### config.mk
export PLATFORM = sky130hd
export DESIGN_NAME = stc_front
export DESIGN_NICKNAME = d
export VERILOG_FILES = /design/src/hdl/stc_pkg.sv /design/src/hdl/stc_front.sv
export SDC_FILE = /design/constraint.sdc
export NUM_CORES = 1
export LEC_CHECK = 0
export ABC_CLOCK_PERIOD_IN_PS = 6300
export BUFFER_PORTS_ARGS = -buffer_cell sky130_fd_sc_hd__buf_2
export CAP_MARGIN = 20
export CELL_PAD_IN_SITES_DETAIL_PLACEMENT = 0
export CELL_PAD_IN_SITES_GLOBAL_PLACEMENT = 2
export CORE_UTILIZATION = 40
export CTS_CLUSTER_SIZE = 30
export DETAILED_ROUTE_END_ITERATION = 6
export GPL_ROUTABILITY_DRIVEN = 0
export PLACE_DENSITY = 0.9
export SETUP_SLACK_MARGIN = 0.3
export SLEW_MARGIN = 20
export SYNTH_ARGS = -nofsm -noshare
export SYNTH_HDL_FRONTEND = slang
export SYNTH_SLANG_ARGS = --single-unit
### constraint.sdc
create_clock -name clock -period 6.3 [get_ports clock]
set_clock_uncertainty 0.15 [all_clocks]
set_input_delay 1.26 -clock clock [delete_from_list [all_inputs] [get_ports clock]]
set_output_delay 1.26 -clock clock [all_outputs]
set_load 0.05 [all_outputs]
### src/hdl/stc_pkg.sv
// ----------------------------------------------------------------------------
// stc_pkg
// shared types and constants of the split text console
// ----------------------------------------------------------------------------
`default_nettype none

package stc_pkg;

   localparam int ROWS_DEF    = 25;
   localparam int COLS_DEF    = 80;
   localparam int WINDOWS_DEF = 4;
   localparam int SEP_DEF     = 4;

   localparam logic [7:0] BLANK_CHAR       = 8'h20;
   localparam logic [7:0] BLANK_COLOUR_RST = 8'd7;
   localparam logic [7:0] SEP_CHAR_RST     = 8'd124;

   localparam logic [1:0] CSR_BLANK_COLOUR = 2'd0;
   localparam logic [1:0] CSR_SEP_CHAR     = 2'd1;

   typedef enum logic [2:0] {
      OP_RESERVE,
      OP_START,
      OP_SELECT,
      OP_PUT,
      OP_NEWLINE,
      OP_BACKSPACE,
      OP_CLEAR,
      OP_READ
   } op_type;

   // classified request as it travels from the front to the back
   typedef struct packed {
      op_type      op;
      logic [2:0]  screen;
      logic        screen_ok;
      logic [7:0]  char_code;
      logic [7:0]  colour;
      logic [4:0]  read_row;
      logic [6:0]  read_col;
      logic        read_ok;
   } req_type;

   typedef enum logic [3:0] {
      ST_IDLE,
      ST_DIV,
      ST_FILL,
      ST_SEP,
      ST_CLR,
      ST_PUT,
      ST_SCR_RD,
      ST_SCR_WR,
      ST_SCR_BLK,
      ST_RD,
      ST_DONE
   } state_type;

endpackage

`default_nettype wire

### src/hdl/stc_front.sv
// ----------------------------------------------------------------------------
// stc_front
// accepts requests, classifies them and holds them in a two-entry queue
// ----------------------------------------------------------------------------
`default_nettype none

module stc_front #(
   parameter int ROWS    = stc_pkg::ROWS_DEF,
   parameter int COLS    = stc_pkg::COLS_DEF,
   parameter int WINDOWS = stc_pkg::WINDOWS_DEF
) (
   input  wire logic            clock,
   input  wire logic            reset,
   input  wire logic            req_valid,
   output logic                 req_stall,
   input  wire logic [2:0]      req_func,
   input  wire logic [2:0]      req_screen,
   input  wire logic [7:0]      req_char_code,
   input  wire logic [7:0]      req_colour,
   input  wire logic [4:0]      req_read_row,
   input  wire logic [6:0]      req_read_col,
   output logic                 q_valid,
   output stc_pkg::req_type     q_item,
   input  wire logic            q_pop
);

   stc_pkg::req_type entry_ff [2];
   stc_pkg::req_type new_item;
   logic             wr_ptr_ff, wr_ptr_in;
   logic             rd_ptr_ff, rd_ptr_in;
   logic [1:0]       count_ff, count_in;
   logic             push, pop;

   assign req_stall = (count_ff == 2'd2);
   assign q_valid   = (count_ff != 2'd0);
   assign q_item    = entry_ff[rd_ptr_ff];
   assign push      = req_valid && !req_stall;
   assign pop       = q_pop && q_valid;

   always_comb begin
      new_item.op        = stc_pkg::op_type'(req_func);
      new_item.screen    = req_screen;
      new_item.screen_ok = (32'(req_screen) < WINDOWS);
      new_item.char_code = req_char_code;
      new_item.colour    = req_colour;
      new_item.read_row  = req_read_row;
      new_item.read_col  = req_read_col;
      new_item.read_ok   = (32'(req_read_row) < ROWS) && (32'(req_read_col) < COLS);
   end

   always_comb begin
      wr_ptr_in = push ? !wr_ptr_ff : wr_ptr_ff;
      rd_ptr_in = pop ? !rd_ptr_ff : rd_ptr_ff;
      case ({push, pop})
         2'b10:   count_in = count_ff + 2'd1;
         2'b01:   count_in = count_ff - 2'd1;
         default: count_in = count_ff;
      endcase
   end

   always_ff @(posedge clock) begin
      if (reset) begin
         wr_ptr_ff <= 1'b0;
         rd_ptr_ff <= 1'b0;
         count_ff  <= 2'd0;
      end else begin
         wr_ptr_ff <= wr_ptr_in;
         rd_ptr_ff <= rd_ptr_in;
         count_ff  <= count_in;
      end
   end

   always_ff @(posedge clock) begin
      if (push) begin
         entry_ff[wr_ptr_ff] <= new_item;
      end
   end

endmodule

`default_nettype wire

==> results of run 1 <==
power groups by stage:
| stage | Combinational, mW | Clock [mW] | Sequential [mW] |
|---|---|---|---|
| 4_1_cts | 0.602 | 0.402 | 0.708 |
| 5_1_grt | 0.624 | 0.421 | 0.717 |
| 3_3_place_gp | 0.597 | 0 | 0.715 |
| 2_1_floorplan | 0.510 | 0 | 0.675 |
| 3_5_place_dp | 0.598 | 0 | 0.719 |
| 6_report | 0.596 | 0.392 | 0.704 |
worst max-delay path: cells and delay by family (launching register included):
| family | cells | cell delay, ns |
|---|---|---|
| DFF | 1 | 0.89 |
| muxes | 1 | 0.42 |
| buffers and inverters | 1 | 0.21 |
worst paths after layout:
| path | depth (start not counted) | slack, ns | endpoint | from |
|---|---|---|---|---|
| setup reg to reg | 5 | 4.35 | entry_ff[0][20] | count_ff[0] |
| hold / removal | 2 | 0.33 | wr_ptr_ff | wr_ptr_ff |
| setup / recovery | 2 | 3.01 | q_item[34] | register |
| hold reg to reg | 2 | 0.33 | wr_ptr_ff | wr_ptr_ff |
Yosys cell counts:
master,number,area share
xnor2_1,2,0.0062
nand2b_2,1,0.0031
edfxtp_1,72,0.76
mux2_2,21,0.083
nor2_1,3,0.0040
and3_1,1,0.0022
o21a_1,1,0.0026
o21ai_0,3,0.0053
a21oi_1,2,0.0035
or2_2,1,0.0022
and2_1,1,0.0022
o311ai_0,1,0.0031
inv_2,1,0.0013
ha_1,1,0.0044
xor2_1,1,0.0031
inv_1,3,0.0040
mux2_1,15,0.060
buf_2,4,0.0071
dfxtp_1,5,0.035
or3_1,2,0.0044
nand2_1,1,0.0013
per-stage QoR:
stage	utilization	hold slack (ns)	instance area (um^2)	setup slack, ns
finish	0.518	0.332	3540	3.01
CTS	0.518	0.338	3540	2.94
global placement	0.486	0.320	3320	3.33
global route	0.518	0.365	3540	2.90
floorplan	-	0.302	2840	3.39
detailed placement	0.486	0.326	3320	3.33
layout make-up:
| class | count | area, um^2 |
|---|---|---|
| fill | 613 | 3300 |
| sequential | 77 | 2260 |
| multi-input combinational | 57 | 542 |
| timing repair buffer | 76 | 383 |
| clock buffer | 10 | 128 |
| tap | 96 | 120 |
| clock inverter | 6 | 85.1 |
| inverter | 4 | 15.0 |
logic make-up (layout without fill, tap and decap cells):
family                   Yosys count  after routing  synth area share
AO/OA/AOI/OAI                      7              7            0.0146
XOR/XNOR                           3              3           0.00926
adder cells (fa/ha/maj)            1              1           0.00441
buffers and inverters              8             96            0.0123
flip-flops                        77             77             0.797
multiplexers                      36             36             0.143
AND/OR/NAND/NOR                   10             10            0.0194
registers in the layout, summed over array words and instances, names as in the netlist, named ones only:
| register | flops |
|---|---|
| entry_ff | 72 |
| count_ff | 2 |
| rd_ptr_ff | 1 |
| wr_ptr_ff | 1 |
layer usage:
layer	vias up	GRT usage
met2	49	0.209
met4	0	0.0818
met1	701	0.168
met5	-	0
met3	8	0.0333
li1	710	-
==> metrics.cfg, run 1 <==
[layout]
n_antenna_cell = 0
final_common_cell = buf_2
final_cells = 326
syn2layout_area_growth_pct = 24.6
drive_above_1_share = 0.504
final_nets = 264
mostFrequentLayoutCells = buf_2 (75), edfxtp_1 (72), mux2_2 (21)

[routing]
via_count = 1468
drt_pass1_iterations = 4
top_layer = met4
drc = 0
drt-total-wl_mm = 4.73
route.met3.wl_um = 202
dr.first_iter.drc_count = 88
ant_nets = 0
via_per_inst = 4.50
m1WireLength_mm = 2.13
wl_met2_mm = 2.31
routedWlPerCell_um = 14.5

[yosys]
synth_area_mm2 = 0.00284
seq_area_frac_synth = 0.797
syn_nets = 181
ys_ff_latch = 77
ys_types = 21
synth_cells = 142
synth_area_per_cell_um2 = 20.0
synth-warning-count = 0

[sta]
fmax_ghz = 0.304
post-route-period-util = 0.523
grt_setup_unrepaired = false
tightest_slew_ns = 0.875
max-slew-margin-rel = 0.417
slew_viol_final = 0
setup_tns_ns = 0
hold_viol = 0
setup_viol = 0
min_period_ns = 3.29

[power_and_ir_drop]
internal_power_mw = 1.04
p_comb_frac = 0.352
ir_worst_vdd_uv = 243
swShare = 0.386
p_leak_nw = 1.33
switchingPower_mw = 0.653
seqPwrFrac = 0.416
powerDensity_mw_per_mm2 = 478
power_mw = 1.69
p_clk_frac = 0.232

[worst_setup_path]
cp_slowest_cell = dfxtp_2
worstPathCellList = mux2_2, buf_2
path_max_fanout = 36
crit_path_end_kind = primary output
cp.arrival_ns = 1.88
critPathRequiredTime_ns = 4.89
slowest_delay_ns = 0.89
worstSetupPathType = register to primary output
critPathLaunchType = register

[cts]
holdBufCountCts = 0
htreeDepth = 3
ctsResizeCount = 0
clkSlewWorstSetupHoldPaths_ns = 0.08
cts-root-buf = clkbuf_8
clk_latency_ns = 0.34
cts_buffers = 9
cts_setup_buffers = 0
clock_path_buffers = 2
cts_tree = done
cts.sinks = 77

[floorplan]
initial_core_util = 0.415
dieArea_mm2 = 0.00743
coreArea_mm2 = 0.00683
boundaryPins = 76
rows = 30
die_x_um = 86.2
die_y_um = 86.2

[global_route]
grt_overflow_total = 0
grt_first_pass_wirelength_mm = 7.11
grt_start_max_net_pins = 37
grt_use_total = 0.133
antenna_found_initial = 0
grt_pass1_vias = 1469

[min_path]
hp-class = register to register

[status]
outcome = finished clean

[job]
maxCapViolCount = 0

[place]
numPortBuffers = 75
placed_cells = 310
dp_hpwl_mm = 3.06

Power figures use the tool's default switching activity.
==> run 2: changes to the inputs <==
--- a/config.mk
+++ b/config.mk
@@ -5,16 +5,17 @@
 export SDC_FILE = /design/constraint.sdc
 export NUM_CORES = 1
 export LEC_CHECK = 0
-export ABC_CLOCK_PERIOD_IN_PS = 6300
+export ABC_AREA = 1
+export ABC_CLOCK_PERIOD_IN_PS = 3200
 export BUFFER_PORTS_ARGS = -buffer_cell sky130_fd_sc_hd__buf_2
 export CAP_MARGIN = 20
 export CELL_PAD_IN_SITES_DETAIL_PLACEMENT = 0
 export CELL_PAD_IN_SITES_GLOBAL_PLACEMENT = 2
-export CORE_UTILIZATION = 40
+export CORE_UTILIZATION = 38
 export CTS_CLUSTER_SIZE = 30
 export DETAILED_ROUTE_END_ITERATION = 6
 export GPL_ROUTABILITY_DRIVEN = 0
-export PLACE_DENSITY = 0.9
+export PLACE_DENSITY = 0.86
 export SETUP_SLACK_MARGIN = 0.3
 export SLEW_MARGIN = 20
 export SYNTH_ARGS = -nofsm -noshare
==> constraint.sdc (replaced) <==
create_clock -name clock -period 3.2 [get_ports clock]
set_clock_uncertainty 0.15 [all_clocks]
set_input_delay 0.64 -clock clock [delete_from_list [all_inputs] [get_ports clock]]
set_output_delay 0.64 -clock clock [all_outputs]
set_load 0.05 [all_outputs]
==> run 2 against run 1 <==
Net effect:
- synthesized cell count is 11% higher
- routed wire length shrank 2.1%
- first-iteration DRC count down 49%
- non-clock buffer count rose by 2
- register-to-register slack worse by 3.2 ns
- power grew 69%
- core utilization shrank 3.9 points
- largest cell class unchanged
- clock-buffer cell count is 1 lower
- combinational power grew 47%
==> metrics.cfg, run 2 <==
[floorplan]
die_x_um = 91.2
boundaryPins = 76
coreArea_mm2 = 0.00773
die_y_um = 91.2
initial_core_util = 0.391
dieArea_mm2 = 0.00832
rows = 32

[layout]
regMostFlops = entry_ff
syn2layout_area_growth_pct = 22.4
largest_register_ffs = 72
mostFrequentLayoutCells = buf_2 (75), edfxtp_1 (72), mux2_4 (30)
utilization = 0.479
reg_top3 = entry_ff (72), count_ff (2)
drive_above_1_share = 0.533
n_antenna_cell = 0
final_nets = 281
fillCellCount = 687
final_common_cell = buf_2
fin_area_mm2 = 0.00370
final_cells = 348

[cts]
htreeDepth = 3
cts.sinks = 77
holdBufCountCts = 0
ctsResizeCount = 0
clk_latency_ns = 0.33
cts_tree = done
clock_path_buffers = 2
cts_buffers = 9
cts-root-buf = clkbuf_8
cts_setup_buffers = 0
clkSlewWorstSetupHoldPaths_ns = 0.08

[worst_setup_path]
path_max_fanout = 20
crit_family = flip-flops
critPathRequiredTime_ns = 2.41
critPathLaunchType = register
slowest_delay_ns = 0.68
worstPathCellList = buf_12, mux2_4, buf_2
cp.arrival_ns = 1.82
cp_num_buf_inv = 2
crit_path_end_kind = primary output
worstSetupPathType = register to primary output
cp_slowest_cell = dfxtp_2

[yosys]
netlist_top_cells_count = edfxtp_1 (72), mux2_4 (30), nor2_1 (12)
synth_top_cell_by_area = edfxtp_1
yosysMostFrequentCell = edfxtp_1
synth_async_sr_flop_share = 0
synth_area_mm2 = 0.00302
synth_area_leaders = edfxtp_1 (72%), mux2_4 (15%), dfxtp_1 (3.3%)
synth_area_per_cell_um2 = 19.3
ys_ff_latch = 77
synth_top_cell_area_share = 0.715
ys_types = 17
synth_edf_count = 72
synth-main-ff-cell = edfxtp_1
seq_area_frac_synth = 0.748
synth_cells = 157
synth-warning-count = 0
syn_nets = 196

[global_route]
grt_start_max_net_pins = 22
antenna_found_initial = 0
grt_pass1_vias = 1506
grt_overflow_total = 0
grt_use_total = 0.120
grt_first_pass_wirelength_mm = 7.20

[sta]
grt_setup_unrepaired = false
tightest_slew_ns = 0.584
whs_ns = 0.336
slew_viol_final = 0
min_period_ns = 2.61
post-route-period-util = 0.816
max-slew-margin-rel = 0.608
hold_viol = 0
setup_tns_ns = 0
postLayoutSetupSlackWorst_ns = 0.589
fmax_ghz = 0.383
setup_viol = 0

[routing]
dr.first_iter.drc_count = 45
drc = 0
drt_pass1_iterations = 4
via_per_inst = 4.39
ant_nets = 0
via_count = 1528
drt-total-wl_mm = 4.63
routedWlPerCell_um = 13.3

[status]
outcome = finished clean

[power_and_ir_drop]
seqPwrFrac = 0.452
internal_power_mw = 1.87
ir_worst_vdd_uv = 457
powerDensity_mw_per_mm2 = 770
swShare = 0.343
switchingPower_mw = 0.978
power_mw = 2.85
p_clk_frac = 0.241
p_leak_nw = 1.47
p_comb_frac = 0.307

[place]
dp_hpwl_mm = 3.19
place_area_mm2 = 0.00351
placed_cells = 333
numPortBuffers = 75
place_ws_ns = 0.846

[job]
maxCapViolCount = 0

[min_path]
hp-class = input port to register

run 2: changes by cell type after synthesis, sizes merged, moves of 2 or more:
| cell | delta |
|---|---|
| inv | +7 |
| nand2 | +8 |
| nor2 | +9 |
| or3 | -2 |
| xnor2 | -2 |
run 2: layer usage:
layer	wire [um]	track usage	vias up
li1	-	-	748
met1	2030	0.135	715
met2	2230	0.194	55
met3	264	0.0410	10
met4	107	0.0754	0
met5	0	0	-
run 2: final timing paths:
path | from | endpoint | slack [ns] | depth (start not counted)
max | register | q_item[6] | 0.59 | 3
min | req_colour[5] | entry_ff[0][18] | 0.34 | 1
min reg2reg | count_ff[1] | count_ff[1] | 0.36 | 2
max reg2reg | count_ff[1] | entry_ff[1][26] | 1.14 | 6
run 2: cell families after synthesis:
family                   after synthesis  synth area share
buffers and inverters                 15            0.0373
AO/OA/AOI/OAI                          5           0.00910
multiplexers                          36             0.171
adder cells (fa/ha/maj)                1           0.00414
flip-flops                            77             0.748
AND/OR/NAND/NOR                       23            0.0298
run 2: layout make-up:
| class | count | area, um^2 | share of cell area |
|---|---|---|---|
| multi-input cells | 65 | 656 | 0.177 |
| flip-flops and latches | 77 | 2260 | 0.612 |
| clock inverters | 6 | 65.1 | 0.0176 |
| repair buffers | 78 | 423 | 0.114 |
| inverters | 11 | 41.3 | 0.0112 |
| well taps | 102 | 128 | 0.0345 |
| clock buffers | 9 | 124 | 0.0335 |
run 2: power by group through the flow:
stage | logic (mW) | registers [mW] | clock network [mW]
after floorplan | 0.765 | 1.28 | 0
after global placement | 0.879 | 1.31 | 0
after detailed placement | 0.884 | 1.31 | 0
after CTS | 0.886 | 1.29 | 0.713
after global routing | 0.921 | 1.30 | 0.747
final | 0.875 | 1.29 | 0.688
==> run 3: changes to the inputs <==
--- a/config.mk
+++ b/config.mk
@@ -6,7 +6,7 @@
 export NUM_CORES = 1
 export LEC_CHECK = 0
 export ABC_AREA = 1
-export ABC_CLOCK_PERIOD_IN_PS = 3200
+export ABC_CLOCK_PERIOD_IN_PS = 2500
 export BUFFER_PORTS_ARGS = -buffer_cell sky130_fd_sc_hd__buf_2
 export CAP_MARGIN = 20
 export CELL_PAD_IN_SITES_DETAIL_PLACEMENT = 0
==> constraint.sdc (replaced) <==
create_clock -name clock -period 2.5 [get_ports clock]
set_clock_uncertainty 0.15 [all_clocks]
set_input_delay 0.5 -clock clock [delete_from_list [all_inputs] [get_ports clock]]
set_output_delay 0.5 -clock clock [all_outputs]
set_load 0.05 [all_outputs]
==> run 3 against run 2 <==
Net effect:
- register-to-register slack lost 0.26 ns
- combinational power grew 31%
- final area shrank 0.61%
- critical path type unchanged
- largest power group unchanged
==> metrics.cfg, run 3 (synthesized netlist as in run 2, its figures left out) <==
[status]
outcome = finished clean

[global_route]
antenna_found_initial = 0
grt_first_pass_wirelength_mm = 7.33
grt_overflow_total = 0
grt_pass1_vias = 1590
grt_use_total = 0.124
grt_start_max_net_pins = 21

[worst_setup_path]
worstSetupPathType = register to primary output
critPathLaunchType = register
cp_slowest_cell = mux2_2
r2r_cells = 9
crit_family = buffers and inverters
critPathRequiredTime_ns = 1.85
r2r-start = count_ff[0]
r2r_slack_ns = 0.88
slowest_delay_ns = 0.36
crit_path_end_kind = primary output
rr_endpoint = count_ff[1]
cp.arrival_ns = 1.48
worstPathCellList = buf_6, mux2_2, buf_2
path_max_fanout = 17
cp_num_buf_inv = 2

[layout]
regMostFlops = entry_ff
largest_register_ffs = 72
drive_above_1_share = 0.538
reg_top3 = entry_ff (72), count_ff (2)
final_cells = 351
n_antenna_cell = 0
syn2layout_area_growth_pct = 21.6
utilization = 0.476
final_common_cell = buf_2
mostFrequentLayoutCells = buf_2 (75), edfxtp_1 (72), mux2_4 (30)
final_nets = 284

[cts]
clkSlewWorstSetupHoldPaths_ns = 0.08
cts_tree = done
cts_setup_buffers = 0
cts.sinks = 77
cts-root-buf = clkbuf_8
clk_latency_ns = 0.33
cts_buffers = 9
htreeDepth = 3
ctsResizeCount = 2
holdBufCountCts = 0
clock_path_buffers = 2

[routing]
m1WireLength_mm = 1.91
route.met3.wl_um = 290
routedWlPerCell_um = 13.6
via_per_inst = 4.45
wl_met2_mm = 2.49
top_layer = met4
drt_pass1_iterations = 6
dr.first_iter.drc_count = 90
drt-total-wl_mm = 4.76
ant_nets = 0
drc = 0
via_count = 1561

[floorplan]
initial_core_util = 0.391
dieArea_mm2 = 0.00832
coreArea_mm2 = 0.00773
boundaryPins = 76
die_y_um = 91.2
rows = 32
die_x_um = 91.2

[sta]
slew_viol_final = 0
setup_tns_ns = 0
setup_viol = 0
max-slew-margin-rel = 0.811
hold_viol = 0
min_period_ns = 2.13
tightest_slew_ns = 0.283
grt_setup_unrepaired = true
post-route-period-util = 0.852
fmax_ghz = 0.470

[min_path]
worstHoldStart = req_colour[1]
hold_depth = 1
hp-class = input port to register
whs_endpoint = entry_ff[1][14]

[power_and_ir_drop]
powerDensity_mw_per_mm2 = 959
ir_worst_vdd_uv = 393
p_leak_nw = 1.48
power_mw = 3.53

[place]
placed_cells = 336
dp_hpwl_mm = 3.34
numPortBuffers = 75

[job]
maxCapViolCount = 0

[run 3: changes by cell type in the layout (fill, tap and decap cells not counted), moves of 2 or more]
cell / change
clkinvlp_4: -3
buf_12: -2
buf_4: +3
clkinv_2: +3
[run 3: worst max path at each step]
stage / endpoint / slack, ns / depth (start not counted)
2_1_floorplan: entry_ff[1][0] / 0.47 / 4
3_3_place_gp: q_item[23] / 0.64 / 3
3_5_place_dp: q_item[23] / 0.63 / 3
4_1_cts: q_item[23] / 0.33 / 3
5_1_grt: q_item[31] / 0.30 / 3
6_report: q_item[32] / 0.37 / 3
[run 3: cell type report]
type | count | area, um^2
Fill cell | 698 | 4050
Sequential cell | 77 | 2260
Clock buffer | 10 | 128
Inverter | 11 | 41.3
Timing Repair Buffer | 81 | 432
Clock inverter | 5 | 27.5
Tap cell | 102 | 128
Multi-Input combinational cell | 65 | 658
[run 3: power by group]
group          internal [mW]  total, mW  switching [mW]
sequential              1.58       1.62          0.0466
combinational          0.368       1.15           0.781
clock                  0.350      0.756           0.407
total                   2.29       3.53            1.23
[run 3: through the flow]
| stage | cell area (um^2) | setup slack (ns) | hold WS, ns |
|---|---|---|---|
| after floorplan | 3030 | 0.468 | 0.315 |
| after global placement | 3510 | 0.636 | 0.327 |
| after detailed placement | 3510 | 0.631 | 0.349 |
| after CTS | 3670 | 0.329 | 0.180 |
| after global routing | 3680 | 0.299 | 0.173 |
| final | 3680 | 0.371 | 0.199 |
[run 3: worst reg2reg max path, stage by stage, from the launching register on]
cell	delay, ns
dfxtp_1	0.40
nor2_2	0.07
nor2_1	0.16
inv_1	0.12
ha_1	0.32
inv_1	0.08
nand2_1	0.05
nor2_1	0.08
nor2_1	0.04
nor2_1	0.08
[run 3: routing by layer]
metal / vias to the layer above / GRT usage
li1: 757 / -
met1: 745 / 0.130
met2: 53 / 0.218
met3: 6 / 0.0377
met4: 0 / 0.0754
met5: - / 0
